===== src/rtl/adc_clip_pkg.sv =====
// ----------------------------------------------------------------------------
// adc_clip_pkg
// Widths, limits and the saturating counter helper for the ADC clipping counter.
// ----------------------------------------------------------------------------
package adc_clip_pkg;

	localparam int unsigned SAMPLE_WIDTH = 16;
	localparam int unsigned SAMPLE_TDATA_W = 16;
	localparam longint unsigned MAX_RECORD = 64'd1048576;

	localparam int unsigned CNT_W = 21;
	localparam longint unsigned CNT_MAX = (64'd1 << CNT_W) - 64'd1;
	localparam logic [CNT_W-1:0] CNT_CAP =
		(MAX_RECORD < CNT_MAX) ? CNT_W'(MAX_RECORD) : CNT_W'(CNT_MAX);

	localparam int unsigned ADC_BITS_W = 5;
	localparam logic [ADC_BITS_W-1:0] ADC_BITS_RESET = ADC_BITS_W'(8);

	localparam int unsigned RESULT_W = 4 * CNT_W;
	localparam int unsigned RESULT_TDATA_W = ((RESULT_W + 7) / 8) * 8;

	typedef logic [CNT_W-1:0] cnt_t;

	typedef struct packed {
		cnt_t bottom_run;
		cnt_t top_run;
		cnt_t bottom;
		cnt_t top;
	} rail_cnt_t;

	function automatic cnt_t sat_add(input cnt_t c, input logic [1:0] amt);
		logic [CNT_W:0] v;
		v = {1'b0, c} + (CNT_W + 1)'(amt);
		return (v > {1'b0, CNT_CAP}) ? CNT_CAP : v[CNT_W-1:0];
	endfunction

endpackage


===== src/rtl/adc_clipping_counter.sv =====
// Result: a record's result is registered in result_q when its last sample leaves the input stage.
// Throughput: one sample per cycle; the input stage and the result register
// decouple the two sides, so only a stalled result with a second record's last
// sample waiting holds the input.
// Reset: arst_n clears the running counters and the valid and record flags, adc_bits returns to 8.
// ----------------------------------------------------------------------------
// adc_clipping_counter
// Counts top-rail, zero and neighboring rail samples over one record and
// emits the four saturating counts on the record's last sample.
// ----------------------------------------------------------------------------
module adc_clipping_counter
	import adc_clip_pkg::*;
(
	input  logic                       clk,
	input  logic                       arst_n,
	input  logic                       cfg_wr_en,
	input  logic [ADC_BITS_W-1:0]      cfg_wr_data,    // adc_bits
	input  logic                       s_tvalid,
	output logic                       s_tready,
	input  logic [SAMPLE_TDATA_W-1:0]  s_tdata,        // sample
	input  logic                       s_tlast,
	output logic                       m_tvalid,
	input  logic                       m_tready,
	output logic [RESULT_TDATA_W-1:0]  m_tdata         // top_count, bottom_count,
	                                                   // top_run_count, bottom_run_count
);

	logic [ADC_BITS_W-1:0]   adc_bits_q;

	logic                    valid_s1;
	logic [SAMPLE_WIDTH-1:0] sample_s1;
	logic                    last_s1;

	logic                    prev_top_q;
	logic                    prev_bottom_q;
	logic                    prev_top_counted_q;
	logic                    prev_bottom_counted_q;
	logic                    record_started_q;
	rail_cnt_t               cnt_q;
	rail_cnt_t               cnt_nxt;
	rail_cnt_t               result_q;
	logic                    result_valid_q;

	logic                    advance;
	logic                    bits_ok;
	logic [SAMPLE_WIDTH:0]   top_code;
	logic                    is_top;
	logic                    is_bottom;
	logic                    top_pair;
	logic                    bottom_pair;

	assign advance  = valid_s1 && (!last_s1 || !result_valid_q || m_tready);
	assign s_tready = !valid_s1 || advance;

	assign bits_ok   = adc_bits_q <= ADC_BITS_W'(SAMPLE_WIDTH);
	assign top_code  = ((SAMPLE_WIDTH + 1)'(1) << adc_bits_q) - (SAMPLE_WIDTH + 1)'(1);
	assign is_top    = bits_ok && ({1'b0, sample_s1} >= top_code);
	assign is_bottom = sample_s1 == '0;
	assign top_pair    = record_started_q && is_top && prev_top_q;
	assign bottom_pair = record_started_q && is_bottom && prev_bottom_q;

	always_comb begin
		cnt_nxt = cnt_q;
		if (is_top) begin
			cnt_nxt.top = sat_add(cnt_q.top, 2'd1);
		end
		if (is_bottom) begin
			cnt_nxt.bottom = sat_add(cnt_q.bottom, 2'd1);
		end
		if (top_pair) begin
			cnt_nxt.top_run = sat_add(cnt_q.top_run, prev_top_counted_q ? 2'd1 : 2'd2);
		end
		if (bottom_pair) begin
			cnt_nxt.bottom_run =
				sat_add(cnt_q.bottom_run, prev_bottom_counted_q ? 2'd1 : 2'd2);
		end
	end

	always_ff @(posedge clk or negedge arst_n) begin
		if (!arst_n) begin
			adc_bits_q <= ADC_BITS_RESET;
		end else if (cfg_wr_en) begin
			adc_bits_q <= cfg_wr_data;
		end
	end

	always_ff @(posedge clk or negedge arst_n) begin
		if (!arst_n) begin
			valid_s1 <= 1'b0;
		end else if (s_tready) begin
			valid_s1 <= s_tvalid;
		end
	end

	always_ff @(posedge clk) begin
		if (s_tvalid && s_tready) begin
			sample_s1 <= s_tdata[SAMPLE_WIDTH-1:0];
			last_s1   <= s_tlast;
		end
	end

	always_ff @(posedge clk or negedge arst_n) begin
		if (!arst_n) begin
			prev_top_q            <= 1'b0;
			prev_bottom_q         <= 1'b0;
			prev_top_counted_q    <= 1'b0;
			prev_bottom_counted_q <= 1'b0;
			record_started_q      <= 1'b0;
			cnt_q                 <= '0;
		end else if (advance) begin
			if (last_s1) begin
				prev_top_q            <= 1'b0;
				prev_bottom_q         <= 1'b0;
				prev_top_counted_q    <= 1'b0;
				prev_bottom_counted_q <= 1'b0;
				record_started_q      <= 1'b0;
				cnt_q                 <= '0;
			end else begin
				prev_top_q            <= is_top;
				prev_bottom_q         <= is_bottom;
				prev_top_counted_q    <= top_pair;
				prev_bottom_counted_q <= bottom_pair;
				record_started_q      <= 1'b1;
				cnt_q                 <= cnt_nxt;
			end
		end
	end

	always_ff @(posedge clk or negedge arst_n) begin
		if (!arst_n) begin
			result_valid_q <= 1'b0;
		end else if (advance && last_s1) begin
			result_valid_q <= 1'b1;
		end else if (m_tready) begin
			result_valid_q <= 1'b0;
		end
	end

	always_ff @(posedge clk) begin
		if (advance && last_s1) begin
			result_q <= cnt_nxt;
		end
	end

	assign m_tvalid = result_valid_q;
	assign m_tdata  = RESULT_TDATA_W'({result_q.bottom_run, result_q.top_run,
	                                   result_q.bottom, result_q.top});

`ifndef NO_ASSERTIONS
	a_run_le_top: assert property (@(posedge clk) disable iff (!arst_n)
		m_tvalid |-> (result_q.top_run <= result_q.top))
		else $error("top run count exceeds top count");

	a_run_le_bottom: assert property (@(posedge clk) disable iff (!arst_n)
		m_tvalid |-> (result_q.bottom_run <= result_q.bottom))
		else $error("bottom run count exceeds bottom count");

	a_clear_on_last: assert property (@(posedge clk) disable iff (!arst_n)
		(advance && last_s1) |=> (!record_started_q && cnt_q == '0))
		else $error("record state not cleared after last sample");

	a_counted_implies_rail: assert property (@(posedge clk) disable iff (!arst_n)
		(!prev_top_counted_q || prev_top_q) && (!prev_bottom_counted_q || prev_bottom_q))
		else $error("run flag set without matching rail flag");
`endif

endmodule

===== config.mk =====
export PLATFORM = sky130hd
export DESIGN_NAME = adc_clipping_counter
export DESIGN_NICKNAME = d
export VERILOG_FILES = /design/src/rtl/adc_clip_pkg.sv /design/src/rtl/adc_clipping_counter.sv
export SDC_FILE = /design/constraint.sdc
export NUM_CORES = 1
export LEC_CHECK = 0
export ABC_CLOCK_PERIOD_IN_PS = 5600
export BUFFER_PORTS_ARGS = -buffer_cell sky130_fd_sc_hd__buf_2
export CELL_PAD_IN_SITES_DETAIL_PLACEMENT = 1
export CELL_PAD_IN_SITES_GLOBAL_PLACEMENT = 1
export CORE_UTILIZATION = 46
export DETAILED_ROUTE_END_ITERATION = 10
export HOLD_SLACK_MARGIN = 0.03
export PLACE_DENSITY = 0.8
export RECOVER_POWER = 25
export REMOVE_ABC_BUFFERS = 1
export SLEW_MARGIN = 10
export SYNTH_ARGS = -nofsm -noshare
export SYNTH_HDL_FRONTEND = slang
export SYNTH_SLANG_ARGS = --single-unit

===== constraint.sdc =====
create_clock -name clk -period 5.6 [get_ports clk]
set_clock_uncertainty 0.1 [all_clocks]
set_input_delay 0.28 -clock clk [delete_from_list [all_inputs] [get_ports clk]]
set_output_delay 0.28 -clock clk [all_outputs]
set_load 0.05 [all_outputs]

After elaboration in Yosys (flattened, before gate mapping). Cells that the tools add are included.

$add $sub $neg: 5. Magnitude comparators: 6. Shift operators: 1. Multiplexer cells: 18. Reduce and logical (&&, ||, !) cells: 16.

Operators with widths (count): two-way mux 21 bit (8); greater-than comparator 22 x 21 -> 1 bit, second input constant (4); two-way mux 84 bit (1); adder 21 x 1 -> 22 bit, second input constant (2); adder 21 x 2 -> 22 bit (2); greater-or-equal comparator 16 x 17 -> 1 bit (1); << shifter 1 x 5 -> 17 bit, first input constant (1); subtractor 17 x 2 -> 17 bit, second input constant (1); zero test 16 bit (1); logical AND 1 bit (8); two-way mux 1 bit (7); less-or-equal comparator 5 bit, second input constant (1); two-way mux 2 bit (2); zero test 1 bit (3); logical OR 1 bit (3); nonzero test 2 bit (1).

Register bits: 197. Input bits: 27. Output and inout bits: 90. Logic and storage cells: 64.

Depth between registers and ports, before layout. Gate-level depths: netlist of the first run.

Depth after elaboration: 8. Depth in mapped cells: 20. Mapped depth without buffers: 18.

Worst setup path before layout of the first run. OpenSTA, ideal clock, no wires.

Path type: register to register. Start point: reg result_valid_q (netlist: m_tvalid). End point: reg result_q, in the netlist m_tdata[0], enable pin. Data arrival time: 4.698 ns. Data required time: 4.971 ns. Slack: 0.273 ns. Stages on the path, launching flop included: 6. Path buffers: 1. Cells stage by stage: dfrtp_1 > inv_1 > or3_1 > nand2_1 > clkbuf_1 > nor2_1.

Longest elaborated chain between the ends: 5.

Ends and longest elaborated chain: start, declared (line adc_clipping_counter.sv:42) `logic result_valid_q;`; start signal, assigned (line adc_clipping_counter.sv:131) `result_valid_q <= 1'b0;`; start signal, assigned (line adc_clipping_counter.sv:133) `result_valid_q <= 1'b1;`; start signal, assigned (line adc_clipping_counter.sv:135) `result_valid_q <= 1'b0;`; zero test 1 bit (line adc_clipping_counter.sv:52) `assign advance = valid_s1 && (!last_s1 || !result_valid_q || m_tready);`; logical OR 1 bit (2 in a row) (line adc_clipping_counter.sv:52); logical AND 1 bit (line adc_clipping_counter.sv:52); logical AND 1 bit (line adc_clipping_counter.sv:140) `if (advance && last_s1) begin`; end signal, assigned (line adc_clipping_counter.sv:141) `result_q <= cnt_nxt;`; end, declared (line adc_clipping_counter.sv:41) `rail_cnt_t result_q;`.

No other way between the ends. A chain may end at the register's enable or synchronous reset.

Worst setup path after layout of the first run.
Start point: reg adc_bits_q[2]. End point: reg cnt_q[18] in the netlist's numbering.

Longest elaborated chain between the ends: 6. Elaborated cells on any way between the ends: 7. Those cells by class: 1 x add/sub; 2 x order compare; 1 x shift; 2 x mux; 1 x reduce/logical.

Ends and longest elaborated chain: start, declared (line adc_clipping_counter.sv:28) `logic [ADC_BITS_W-1:0] adc_bits_q;`; start signal, assigned (line adc_clipping_counter.sv:83) `adc_bits_q <= cfg_wr_data;`; << shifter 1 x 5 -> 17 bit (line adc_clipping_counter.sv:56) `assign top_code = ((SAMPLE_WIDTH + 1)'(1) << adc_bits_q) - (SAMPLE_WIDTH + 1)'(1);`; subtractor 17 x 2 -> 17 bit (line adc_clipping_counter.sv:56); greater-or-equal comparator 16 x 17 -> 1 bit (line adc_clipping_counter.sv:57) `assign is_top = bits_ok && ({1'b0, sample_s1} >= top_code);`; logical AND 1 bit (*) (line adc_clipping_counter.sv:57); two-way mux 21 bit (*) (line adc_clipping_counter.sv:64) `if (is_top) begin`; two-way mux 84 bit (*) (line adc_clipping_counter.sv:111) `if (last_s1) begin`; end signal, assigned (line adc_clipping_counter.sv:124) `cnt_q <= cnt_nxt;`; end, declared (line adc_clipping_counter.sv:39) `rail_cnt_t cnt_q;`.

Every way passes the cells marked *; elsewhere a longest branch is shown, timed or not.

==> results.json, run 1 <==
{
  "status": "complete, but fails checks",
  "violations": "capacitance limit, slew limit",
  "period_share_pct": 94.89,
  "reg2reg_depth": 16,
  "tightest_slew_ns": 3.985,
  "io_buffers": 112,
  "synth_area_um2": 11630,
  "grt_max_degree": 69,
  "mostFrequentLayoutCell": "nand2_1",
  "cts_made_buffers": 17,
  "switching_share_pct": 31.99,
  "drt-initial-drc-count": 644,
  "viasPerCell": 6.211,
  "total_power_w": 0.003892,
  "area_delta_synth_final_pct": 13.33,
  "critPathCaptureType": "flip-flop",
  "die_w_um": 161.0,
  "hold_ws_ns": 0.05675,
  "fin_nets": 1374,
  "crit_required_ns": 5.82,
  "hold_end": "adc_bits_q[4]$_DFFE_PN0P_",
  "clock_power_share_pct": 34.9,
  "hold_path.class": "input pin to flip-flop",
  "intPower_w": 0.002647,
  "timing.final.max_slew_violations": 69,
  "hold_start": "cfg_wr_en",
  "p_switching_w": 0.001245,
  "drtPass1Iterations": 5,
  "power.density_nw_per_um2": 295.2,
  "dieArea_um2": 25930,
  "ys.flop_type": "edfxtp_1",
  "vias": 10304,
  "routabilityCongestion": 0.8692,
  "ys_types": 84,
  "post-route-drc-count": 0,
  "core-area_um2": 24530,
  "io_pins": 117,
  "hold_depth": 2,
  "grt_pass1_wl_um": 56860,
  "die_y_um": 161.0,
  "slew_headroom_pct": -165.7,
  "async_reset_ff_share_pct": 48.73,
  "drive_above_1_share_pct": 12.66,
  "clockRootBuffer": "clkbuf_16",
  "hold_viol": 0,
  "worstPathMaxFanout": 22,
  "clkSinkCount": 197,
  "worstSkewPairLatency_ns": 0.44,
  "cp_cell_sequence": "nor3_1 > nand3b_1 > ha_1 > or3_1 > o21ai_0 > a32oi_1 > ha_1 > a21oi_1 > o21ai_0 > a2111oi_1 > o2bb2ai_2 > or2_1 > a21boi_1 > nor2_4 > and3_1 > a221o_1",
  "dpl.hpwl_um": 23110,
  "grt_pass1_vias": 10649,
  "arrival_ns": 5.53,
  "mostFrequentLayoutCells": "156 x nand2_1, 101 x edfxtp_1, 98 x o21ai_0",
  "max_stage_delay_ns": 0.58,
  "rrSetupSlack_ns": 0.29,
  "htreeDepth": 4,
  "seq_area_frac_synth_pct": 46.73,
  "postCtsSetupBuffers": 0,
  "combPwrFrac_pct": 16.9,
  "fin_setup_tns_ns": 0,
  "share_seq_of_total_power_pct": 48.1,
  "ys_seq_elements": 197,
  "wl_per_cell_um": 20.91,
  "fmax_mhz": 188.2,
  "antenna_cells": 0,
  "max-vdd-ir-drop_v": 0.0001587,
  "wl_um": 34680,
  "cap_violations": 1,
  "synth_area_per_cell_um2": 9.352,
  "tritoncts": "done",
  "track_usage_pct": 27.60,
  "postRouteAntennaNets": 0,
  "initial_core_util_pct": 47.42,
  "clockBufferDepth": 2,
  "path_class": "flip-flop to flip-flop",
  "row_count": 57,
  "gr-total-overflow": 0,
  "startpoint_type": "flip-flop",
  "reg2reg_from": "adc_bits_q[2]$_DFFE_PN0P_",
  "setup_viol": 0,
  "fin_crit_ns": 5.314,
  "cts.clk_slew.worst_paths_ns": 0.08,
  "ys_warn_count": 0,
  "p_leak_nw": 5.013,
  "r2r_end": "cnt_q[18]$_DFFE_PN0P_",
  "synth_enable_flop_cells": 101,
  "syn_inst": 1244,
  "crit_slowest_cell": "dfrtp_1",
  "antenna_found_initial": 0
}
[registers in the layout, summed over array words and instances (netlist names)]
| signal | count |
|---|---|
| m_tvalid | 1 |
| prev_bottom_counted_q | 1 |
| prev_bottom_q | 1 |
| m_tdata | 84 |
| sample_s1 | 16 |
| adc_bits_q | 5 |
| valid_s1 | 1 |
| cnt_q | 84 |
| prev_top_counted_q | 1 |
| record_started_q | 1 |
| prev_top_q | 1 |
| last_s1 | 1 |
[metrics by stage]
stage	util [%]	worst slack, ns	instances	instance area, µm²
6_report	53.74	0.2860	1659	13180
5_1_grt	53.74	-0.003681	1659	13180
4_1_cts	53.88	0.2308	1659	13220
3_5_place_dp	50.24	0.2956	1602	12330
3_3_place_gp	50.24	0.4587	1602	12330
2_1_floorplan	-	0.01239	1147	11200
[power by group through the flow]
stage	Clock [W]	Combinational, W	Sequential (W)
after global routing	0.00143	0.000721	0.00190
final	0.00136	0.000659	0.00187
after floorplan	0	0.000323	0.00198
after CTS	0.00138	0.000661	0.00187
after global placement	0	0.000620	0.00188
after detailed placement	0	0.000640	0.00189
[how the worst max path moves through the flow]
stage,cells past startpoint,start,slack [ns],endpoint
floorplan,4,m_tvalid$_DFFE_PN0P_,0.01,m_tdata[0]$_DFFE_PP_
global placement,16,adc_bits_q[2]$_DFFE_PN0P_,0.46,cnt_q[18]$_DFFE_PN0P_
detailed placement,16,adc_bits_q[2]$_DFFE_PN0P_,0.30,cnt_q[18]$_DFFE_PN0P_
CTS,16,adc_bits_q[2]$_DFFE_PN0P_,0.23,cnt_q[18]$_DFFE_PN0P_
global route,16,adc_bits_q[2]$_DFFE_PN0P_,-0.004,cnt_q[18]$_DFFE_PN0P_
finish,16,adc_bits_q[2]$_DFFE_PN0P_,0.29,cnt_q[18]$_DFFE_PN0P_
[area by class of cell]
cell class                      instances  area (µm²)
Clock buffer                           17       425.4
Tap cell                              324       405.4
Clock inverter                         15       215.2
Multi-Input combinational cell        932        5724
Fill cell                            2817       11350
Sequential cell                       197        5436
Timing Repair Buffer                  156       909.6
Inverter                               18       67.56
[Yosys cell counts (all sizes together) (7+ instances only)]
cell | number | area, µm²
nor2b | 11 | 68.82
or3 | 19 | 128.9
nand4 | 27 | 187.7
nand2 | 156 | 585.6
o21ai | 103 | 515.5
clkbuf | 60 | 229.0
o22ai | 8 | 50.05
nand3 | 51 | 260.3
and4 | 7 | 61.31
or2 | 7 | 43.80
a21oi | 66 | 334.1
and3 | 23 | 143.9
nand2b | 12 | 75.07
edfxtp | 101 | 3033
nor3 | 31 | 181.4
a22o | 28 | 245.2
a21o | 19 | 142.6
or4 | 9 | 67.56
nor2 | 83 | 319.1
mux2i | 7 | 70.07
and2 | 17 | 106.4
dfrtp | 95 | 2377
inv | 17 | 63.81
mux2 | 7 | 78.83
xor2 | 11 | 96.34
ha | 23 | 287.8
a21boi | 12 | 93.84
xnor2 | 16 | 140.1
nor4 | 23 | 186.4
a31oi | 43 | 269.0
buf | 40 | 216.5
o31ai | 42 | 315.3
[cell families after synthesis]
group	synth area share, %
xor gates and xnor gates	2.033
adders and majority gates	2.818
muxes	1.280
other	0.03223
buffers and inverters	4.410
and+or+nand+nor	22.08
AOI/OAI and AO/OA	20.62
DFF	46.73
[what timing repair did]
action / 4_1_cts / 5_1_grt
hold buffers: 25 / 0
gates resized for setup: 0 / 3
endpoints found under the setup margin: 0 / 24
hold endpoints to repair: 90 / 0
[worst max-delay path, delay by kind of cell (launching register included)]
kind | cells | cell delay [ns]
AO/OA/AOI/OAI | 8 | 2.11
adder cells (fa/ha/maj) | 2 | 0.71
AND/OR/NAND/NOR | 6 | 1.69
flip-flops | 1 | 0.58
[metal layers]
metal	wire, µm	up-vias	global-route usage (%)	part of all wire [%]
met2	17140	238	46.28	49
met1	15530	5182	36.66	45
met4	783	0	9.091	2.3
met3	1232	64	4.083	3.6
met5	0	-	0	0
li1	-	4820	-	-
No activity file was read; power rests on OpenSTA's default activity.
==> run 2: changes to the inputs <==
- CORE_UTILIZATION: 46 -> 48
- CTS_BUF_LIST: not set -> sky130_fd_sc_hd__clkbuf_8
- PLACE_DENSITY: 0.8 -> 0.83
==> results.json, run 2 (synthesis results as in run 1) <==
{
  "gr-total-overflow": 0,
  "initial_core_util_pct": 49.27,
  "switching_share_pct": 34.60,
  "power.density_nw_per_um2": 271.6,
  "combPwrFrac_pct": 18.8,
  "intPower_w": 0.002297,
  "vias": 10331,
  "worst_slack_ns": 0.1447,
  "routabilityCongestion": 0.8749,
  "worstPathMaxFanout": 22,
  "die_w_um": 157.7,
  "post-place-ws_ns": 0.2546,
  "antenna_found_initial": 0,
  "fin_setup_tns_ns": 0,
  "status": "complete, but fails checks",
  "clock_power_share_pct": 27.7,
  "hold_viol": 0,
  "startpoint_type": "flip-flop",
  "place_inst": 1593,
  "drtPass1Iterations": 5,
  "postRouteAntennaNets": 0,
  "tritoncts": "done",
  "dpl.hpwl_um": 22960,
  "slew_headroom_pct": -106.4,
  "drive_above_1_share_pct": 10.48,
  "cap_violations": 1,
  "rsz0062_at_grt": "no",
  "design_area_um2": 12930,
  "io_buffers": 112,
  "wl_um": 34520,
  "timing.final.max_slew_violations": 49,
  "core-area_um2": 23610,
  "dpl_cell_area_um2": 12290,
  "grt_max_degree": 84,
  "die_y_um": 157.7,
  "setup_viol": 0,
  "share_seq_of_total_power_pct": 53.5,
  "num-fill-cells": 2774,
  "violations": "capacitance limit, slew limit",
  "antenna_cells": 0,
  "post-route-util_pct": 54.77,
  "grt_pass1_vias": 10520,
  "io_pins": 117,
  "clkSinkCount": 197,
  "fin_nets": 1375,
  "final_cells": 1655,
  "mostFrequentLayoutCell": "nand2_1",
  "period_share_pct": 97.42,
  "mostFrequentLayoutCells": "156 x nand2_1, 101 x edfxtp_1, 98 x o21ai_0",
  "post-route-drc-count": 0,
  "row_count": 56,
  "max-vdd-ir-drop_v": 0.0001247,
  "clockBufferDepth": 2,
  "area_delta_synth_final_pct": 11.17,
  "fin_crit_ns": 5.455,
  "path_class": "flip-flop to flip-flop",
  "dieArea_um2": 24860,
  "arrival_ns": 5.73,
  "cts_made_buffers": 17,
  "hold_path.class": "input pin to flip-flop",
  "drt-initial-drc-count": 748,
  "viasPerCell": 6.242,
  "grt_pass1_wl_um": 55810,
  "cts.clk_slew.worst_paths_ns": 0.11,
  "track_usage_pct": 28.71,
  "p_switching_w": 0.001215,
  "wl_per_cell_um": 20.85,
  "critPathCaptureType": "flip-flop",
  "fmax_mhz": 183.3,
  "htreeDepth": 4,
  "crit_required_ns": 5.87,
  "tightest_slew_ns": 3.096,
  "p_leak_nw": 4.827,
  "worstSkewPairLatency_ns": 0.49,
  "clockRootBuffer": "clkbuf_8"
}
## run 2: changes by cell type in the layout (fill, tap and decap cells not counted), moves of 3 or more
cell,before,now
clkbuf_16,17,0
buf_2,80,53
dlygate4sd3_1,25,30
clkbuf_8,0,17
clkbuf_1,33,59
buf_4,18,15
## run 2: metal layers
metal	share of wire, %	GRT usage (%)	vias to the layer above	wire length, µm
li1	-	-	4821	-
met3	2.9	3.805	55	1008
met5	0	0	-	0
met4	2.2	9.246	0	751
met1	45	37.89	5249	15690
met2	49	48.69	206	17070
## run 2: critical path, stage by stage (launching register included)
cell and delay (ns):
dfrtp_1 0.61, nor4_2 0.44, nand2_1 0.15, ha_1 0.36, or3_1 0.38, o31ai_1 0.22
a22oi_1 0.15, ha_1 0.36, a21boi_0 0.36, o311ai_0 0.28, o2bb2ai_2 0.35, or2_2 0.55
or4_1 0.48, o21ai_0 0.24, a21boi_0 0.15, a21o_1 0.17
## run 2: through the flow
stage	hold WS [ns]	total power, W
floorplan	-0.1156	0.002298
global placement	0.2633	0.002503
detailed placement	0.2846	0.002540
CTS	0.03546	0.003521
global route	0.05607	0.003672
finish	0.04670	0.003513
## run 2: path summary, 6_finish.rpt
kind                                            from                        end  slack (ns)  cells past startpoint
max                        adc_bits_q[1]$_DFFE_PN0P_      cnt_q[59]$_DFFE_PN0P_        0.14                     15
min                                        cfg_wr_en  adc_bits_q[1]$_DFFE_PN0P_        0.05                      2
max reg2reg                adc_bits_q[1]$_DFFE_PN0P_      cnt_q[59]$_DFFE_PN0P_        0.14                     15
min reg2reg                prev_bottom_q$_DFFE_PN0P_  prev_bottom_q$_DFFE_PN0P_        0.41                      2
max in group asynchronous                     arst_n       valid_s1$_DFFE_PN0N_        2.18                      3
min in group asynchronous                     arst_n  adc_bits_q[0]$_DFFE_PN0P_        1.26                      2
## run 2: layout make-up
| type | count | area (µm²) | share of cell area, % |
|---|---|---|---|
| clock buffers | 17 | 234.0 | 1.809 |
| clock inverters | 15 | 166.4 | 1.287 |
| inverters | 18 | 67.56 | 0.5224 |
| multi-input cells | 932 | 5731 | 44.31 |
| flip-flops and latches | 197 | 5436 | 42.03 |
| well taps | 319 | 399.1 | 3.086 |
| repair buffers | 157 | 899.6 | 6.956 |
## run 2: timing repair
action / 4_1_cts / 5_1_grt
setup endpoints to repair: 0 / 22
endpoints found under the hold margin: 70 / 0
buffers inserted: 0 / 0
resized for setup: 0 / 4
hold buffers: 30 / 0
## run 2: power by group through the flow
stage	logic (W)	registers (W)	clock network, W
after floorplan	0.000323	0.00198	0
after global placement	0.000613	0.00189	0
after detailed placement	0.000638	0.00190	0
after CTS	0.000662	0.00187	0.000988
after global routing	0.000729	0.00191	0.00104
final	0.000659	0.00188	0.000973
==> run 3: changes to the inputs <==
- ABC_CLOCK_PERIOD_IN_PS: 5600 -> 6050
- clock period: 5.6 -> 6.05 ns (I/O delays scaled with it)
==> results.json, run 3 (synthesis results as in run 1) <==
{
  "status": "complete, but fails checks",
  "violations": "capacitance limit, slew limit",
  "tightest_slew_ns": 2.952,
  "crit_required_ns": 6.37,
  "r2r_end": "cnt_q[11]$_DFFE_PN0P_",
  "clockBufferDepth": 2,
  "rsz0062_at_grt": "no",
  "antenna_cells": 0,
  "die_w_um": 157.7,
  "viasPerCell": 6.238,
  "cts_made_buffers": 17,
  "slew_headroom_pct": -96.77,
  "row_count": 56,
  "drive_above_1_share_pct": 10.22,
  "clockRootBuffer": "clkbuf_8",
  "area_delta_synth_final_pct": 10.76,
  "startpoint_type": "flip-flop",
  "io_buffers": 112,
  "hold_depth": 2,
  "wl_um": 33860,
  "mostFrequentLayoutCells": "156 x nand2_1, 101 x edfxtp_1, 98 x o21ai_0",
  "critPathCaptureType": "flip-flop",
  "timing.final.max_slew_violations": 46,
  "share_seq_of_total_power_pct": 53.2,
  "cap_violations": 1,
  "track_usage_pct": 27.81,
  "postRouteAntennaNets": 0,
  "setup_viol": 0,
  "hold_start": "cfg_wr_en",
  "wl_per_cell_um": 20.52,
  "tritoncts": "done",
  "path_class": "flip-flop to flip-flop",
  "num-fill-cells": 2753,
  "p_leak_nw": 4.809,
  "initial_core_util_pct": 49.27,
  "clkSinkCount": 197,
  "die_y_um": 157.7,
  "antenna_found_initial": 0,
  "seqCellArea_um2": 5436,
  "dieArea_um2": 24860,
  "fin_crit_ns": 5.378,
  "reg2reg_from": "adc_bits_q[1]$_DFFE_PN0P_",
  "drt-initial-drc-count": 823,
  "hold_viol": 0,
  "post-route-util_pct": 54.57,
  "power.density_nw_per_um2": 253.7,
  "htreeDepth": 4,
  "switching_share_pct": 33.69,
  "grt_pass1_wl_um": 53880,
  "hold_path.class": "input pin to flip-flop",
  "dpl.hpwl_um": 22500,
  "post-route-drc-count": 0,
  "mostFrequentLayoutCell": "nand2_1",
  "io_pins": 117,
  "fmax_mhz": 185.9,
  "period_share_pct": 88.90,
  "startpoint": "adc_bits_q[1]$_DFFE_PN0P_",
  "drtPass1Iterations": 5,
  "fin_nets": 1370,
  "fin_setup_tns_ns": 0,
  "worstSkewPairLatency_ns": 0.49,
  "postCtsSetupBuffers": 0,
  "routabilityCongestion": 0.8534,
  "arrival_ns": 5.70,
  "max-vdd-ir-drop_v": 0.0001447,
  "grt_pass1_vias": 10313,
  "hold_end": "adc_bits_q[2]$_DFFE_PN0P_",
  "grt_max_degree": 86,
  "intPower_w": 0.002168,
  "gr-total-overflow": 0,
  "p_switching_w": 0.001101,
  "cts.clk_slew.worst_paths_ns": 0.12,
  "clock_power_share_pct": 28.6,
  "multiInputGateArea_um2": 5709,
  "reg2reg_depth": 19,
  "rrSetupSlack_ns": 0.67,
  "worstPathMaxFanout": 29,
  "combPwrFrac_pct": 18.3,
  "vias": 10293,
  "core-area_um2": 23610
}
==> run 3: changes by cell type in the layout (fill, tap and decap cells not counted), sizes merged <==
cell | before | now
bufinv | 2 | 3
clkbuf | 76 | 77
buf | 68 | 67
inv | 25 | 22
clkinvlp | 1 | 2
dlygate4sd3 | 30 | 26
==> run 3: worst max-delay path, cell delays in order, from the launching register on <==
cell,delay [ns]
dfrtp_1,0.57
nor4_1,0.48
nand2_1,0.14
ha_1,0.34
nor3_1,0.33
nand2b_1,0.09
nand2_1,0.07
a22o_1,0.11
a21boi_0,0.11
ha_1,0.36
nand3_1,0.08
nor2_1,0.15
o311ai_0,0.21
o2bb2ai_2,0.24
buf_4,0.27
or2_1,0.30
a21boi_1,0.16
nor2_2,0.78
o21ai_0,0.20
a31oi_1,0.20
==> run 3: per-stage QoR <==
step / cells / worst slack [ns] / total power, W / area (µm²) / hold slack [ns]
after floorplan: 1147 / 0.4624 / 0.002128 / 11200 / -0.09309
after global placement: 1592 / 0.9270 / 0.002314 / 12280 / 0.2764
after detailed placement: 1592 / 0.7519 / 0.002346 / 12280 / 0.2830
after CTS: 1650 / 0.7375 / 0.003290 / 12960 / 0.04657
after global routing: 1650 / 0.2713 / 0.003413 / 12880 / 0.06460
final: 1650 / 0.6716 / 0.003269 / 12880 / 0.05839
==> run 3: power by group through the flow <==
| stage | Sequential, W | Clock (W) | Combinational (W) |
|---|---|---|---|
| floorplan | 0.00183 | 0 | 0.000299 |
| global placement | 0.00175 | 0 | 0.000566 |
| detailed placement | 0.00176 | 0 | 0.000589 |
| CTS | 0.00173 | 0.000955 | 0.000604 |
| global route | 0.00176 | 0.000992 | 0.000660 |
| finish | 0.00174 | 0.000934 | 0.000598 |
==> run 3: cell type report <==
cell class | instances | share of cell area [%]
sequential | 197 | 42.19
inverter | 18 | 0.5244
multi-input combinational | 932 | 44.31
timing repair buffer | 152 | 6.613
tap | 319 | 3.098
clock inverter | 14 | 1.340
clock buffer | 18 | 1.923
==> run 3: per-layer routing <==
layer / GRT usage (%) / part of all wire (%) / vias up
met3: 3.504 / 3.7 / 56
met1: 36.88 / 45 / 5208
met4: 9.061 / 2.2 / 0
li1: - / - / 4786
met5: 0 / 0 / -
met2: 47.03 / 49 / 243
==> run 3: how the worst max path moves through the flow <==
stage	to	slack (ns)	cells after the start
6_report	cnt_q[11]$_DFFE_PN0P_	0.67	19
5_1_grt	cnt_q[11]$_DFFE_PN0P_	0.27	17
4_1_cts	cnt_q[11]$_DFFE_PN0P_	0.74	18
3_5_place_dp	cnt_q[11]$_DFFE_PN0P_	0.75	18
3_3_place_gp	cnt_q[18]$_DFFE_PN0P_	0.93	17
2_1_floorplan	m_tdata[0]$_DFFE_PP_	0.46	4
==> run 3: what timing repair did <==
action,4_1_cts,5_1_grt
setup endpoints to repair,0,0
resized for setup,0,0
hold buffers,26,0
endpoints found under the hold margin,67,0
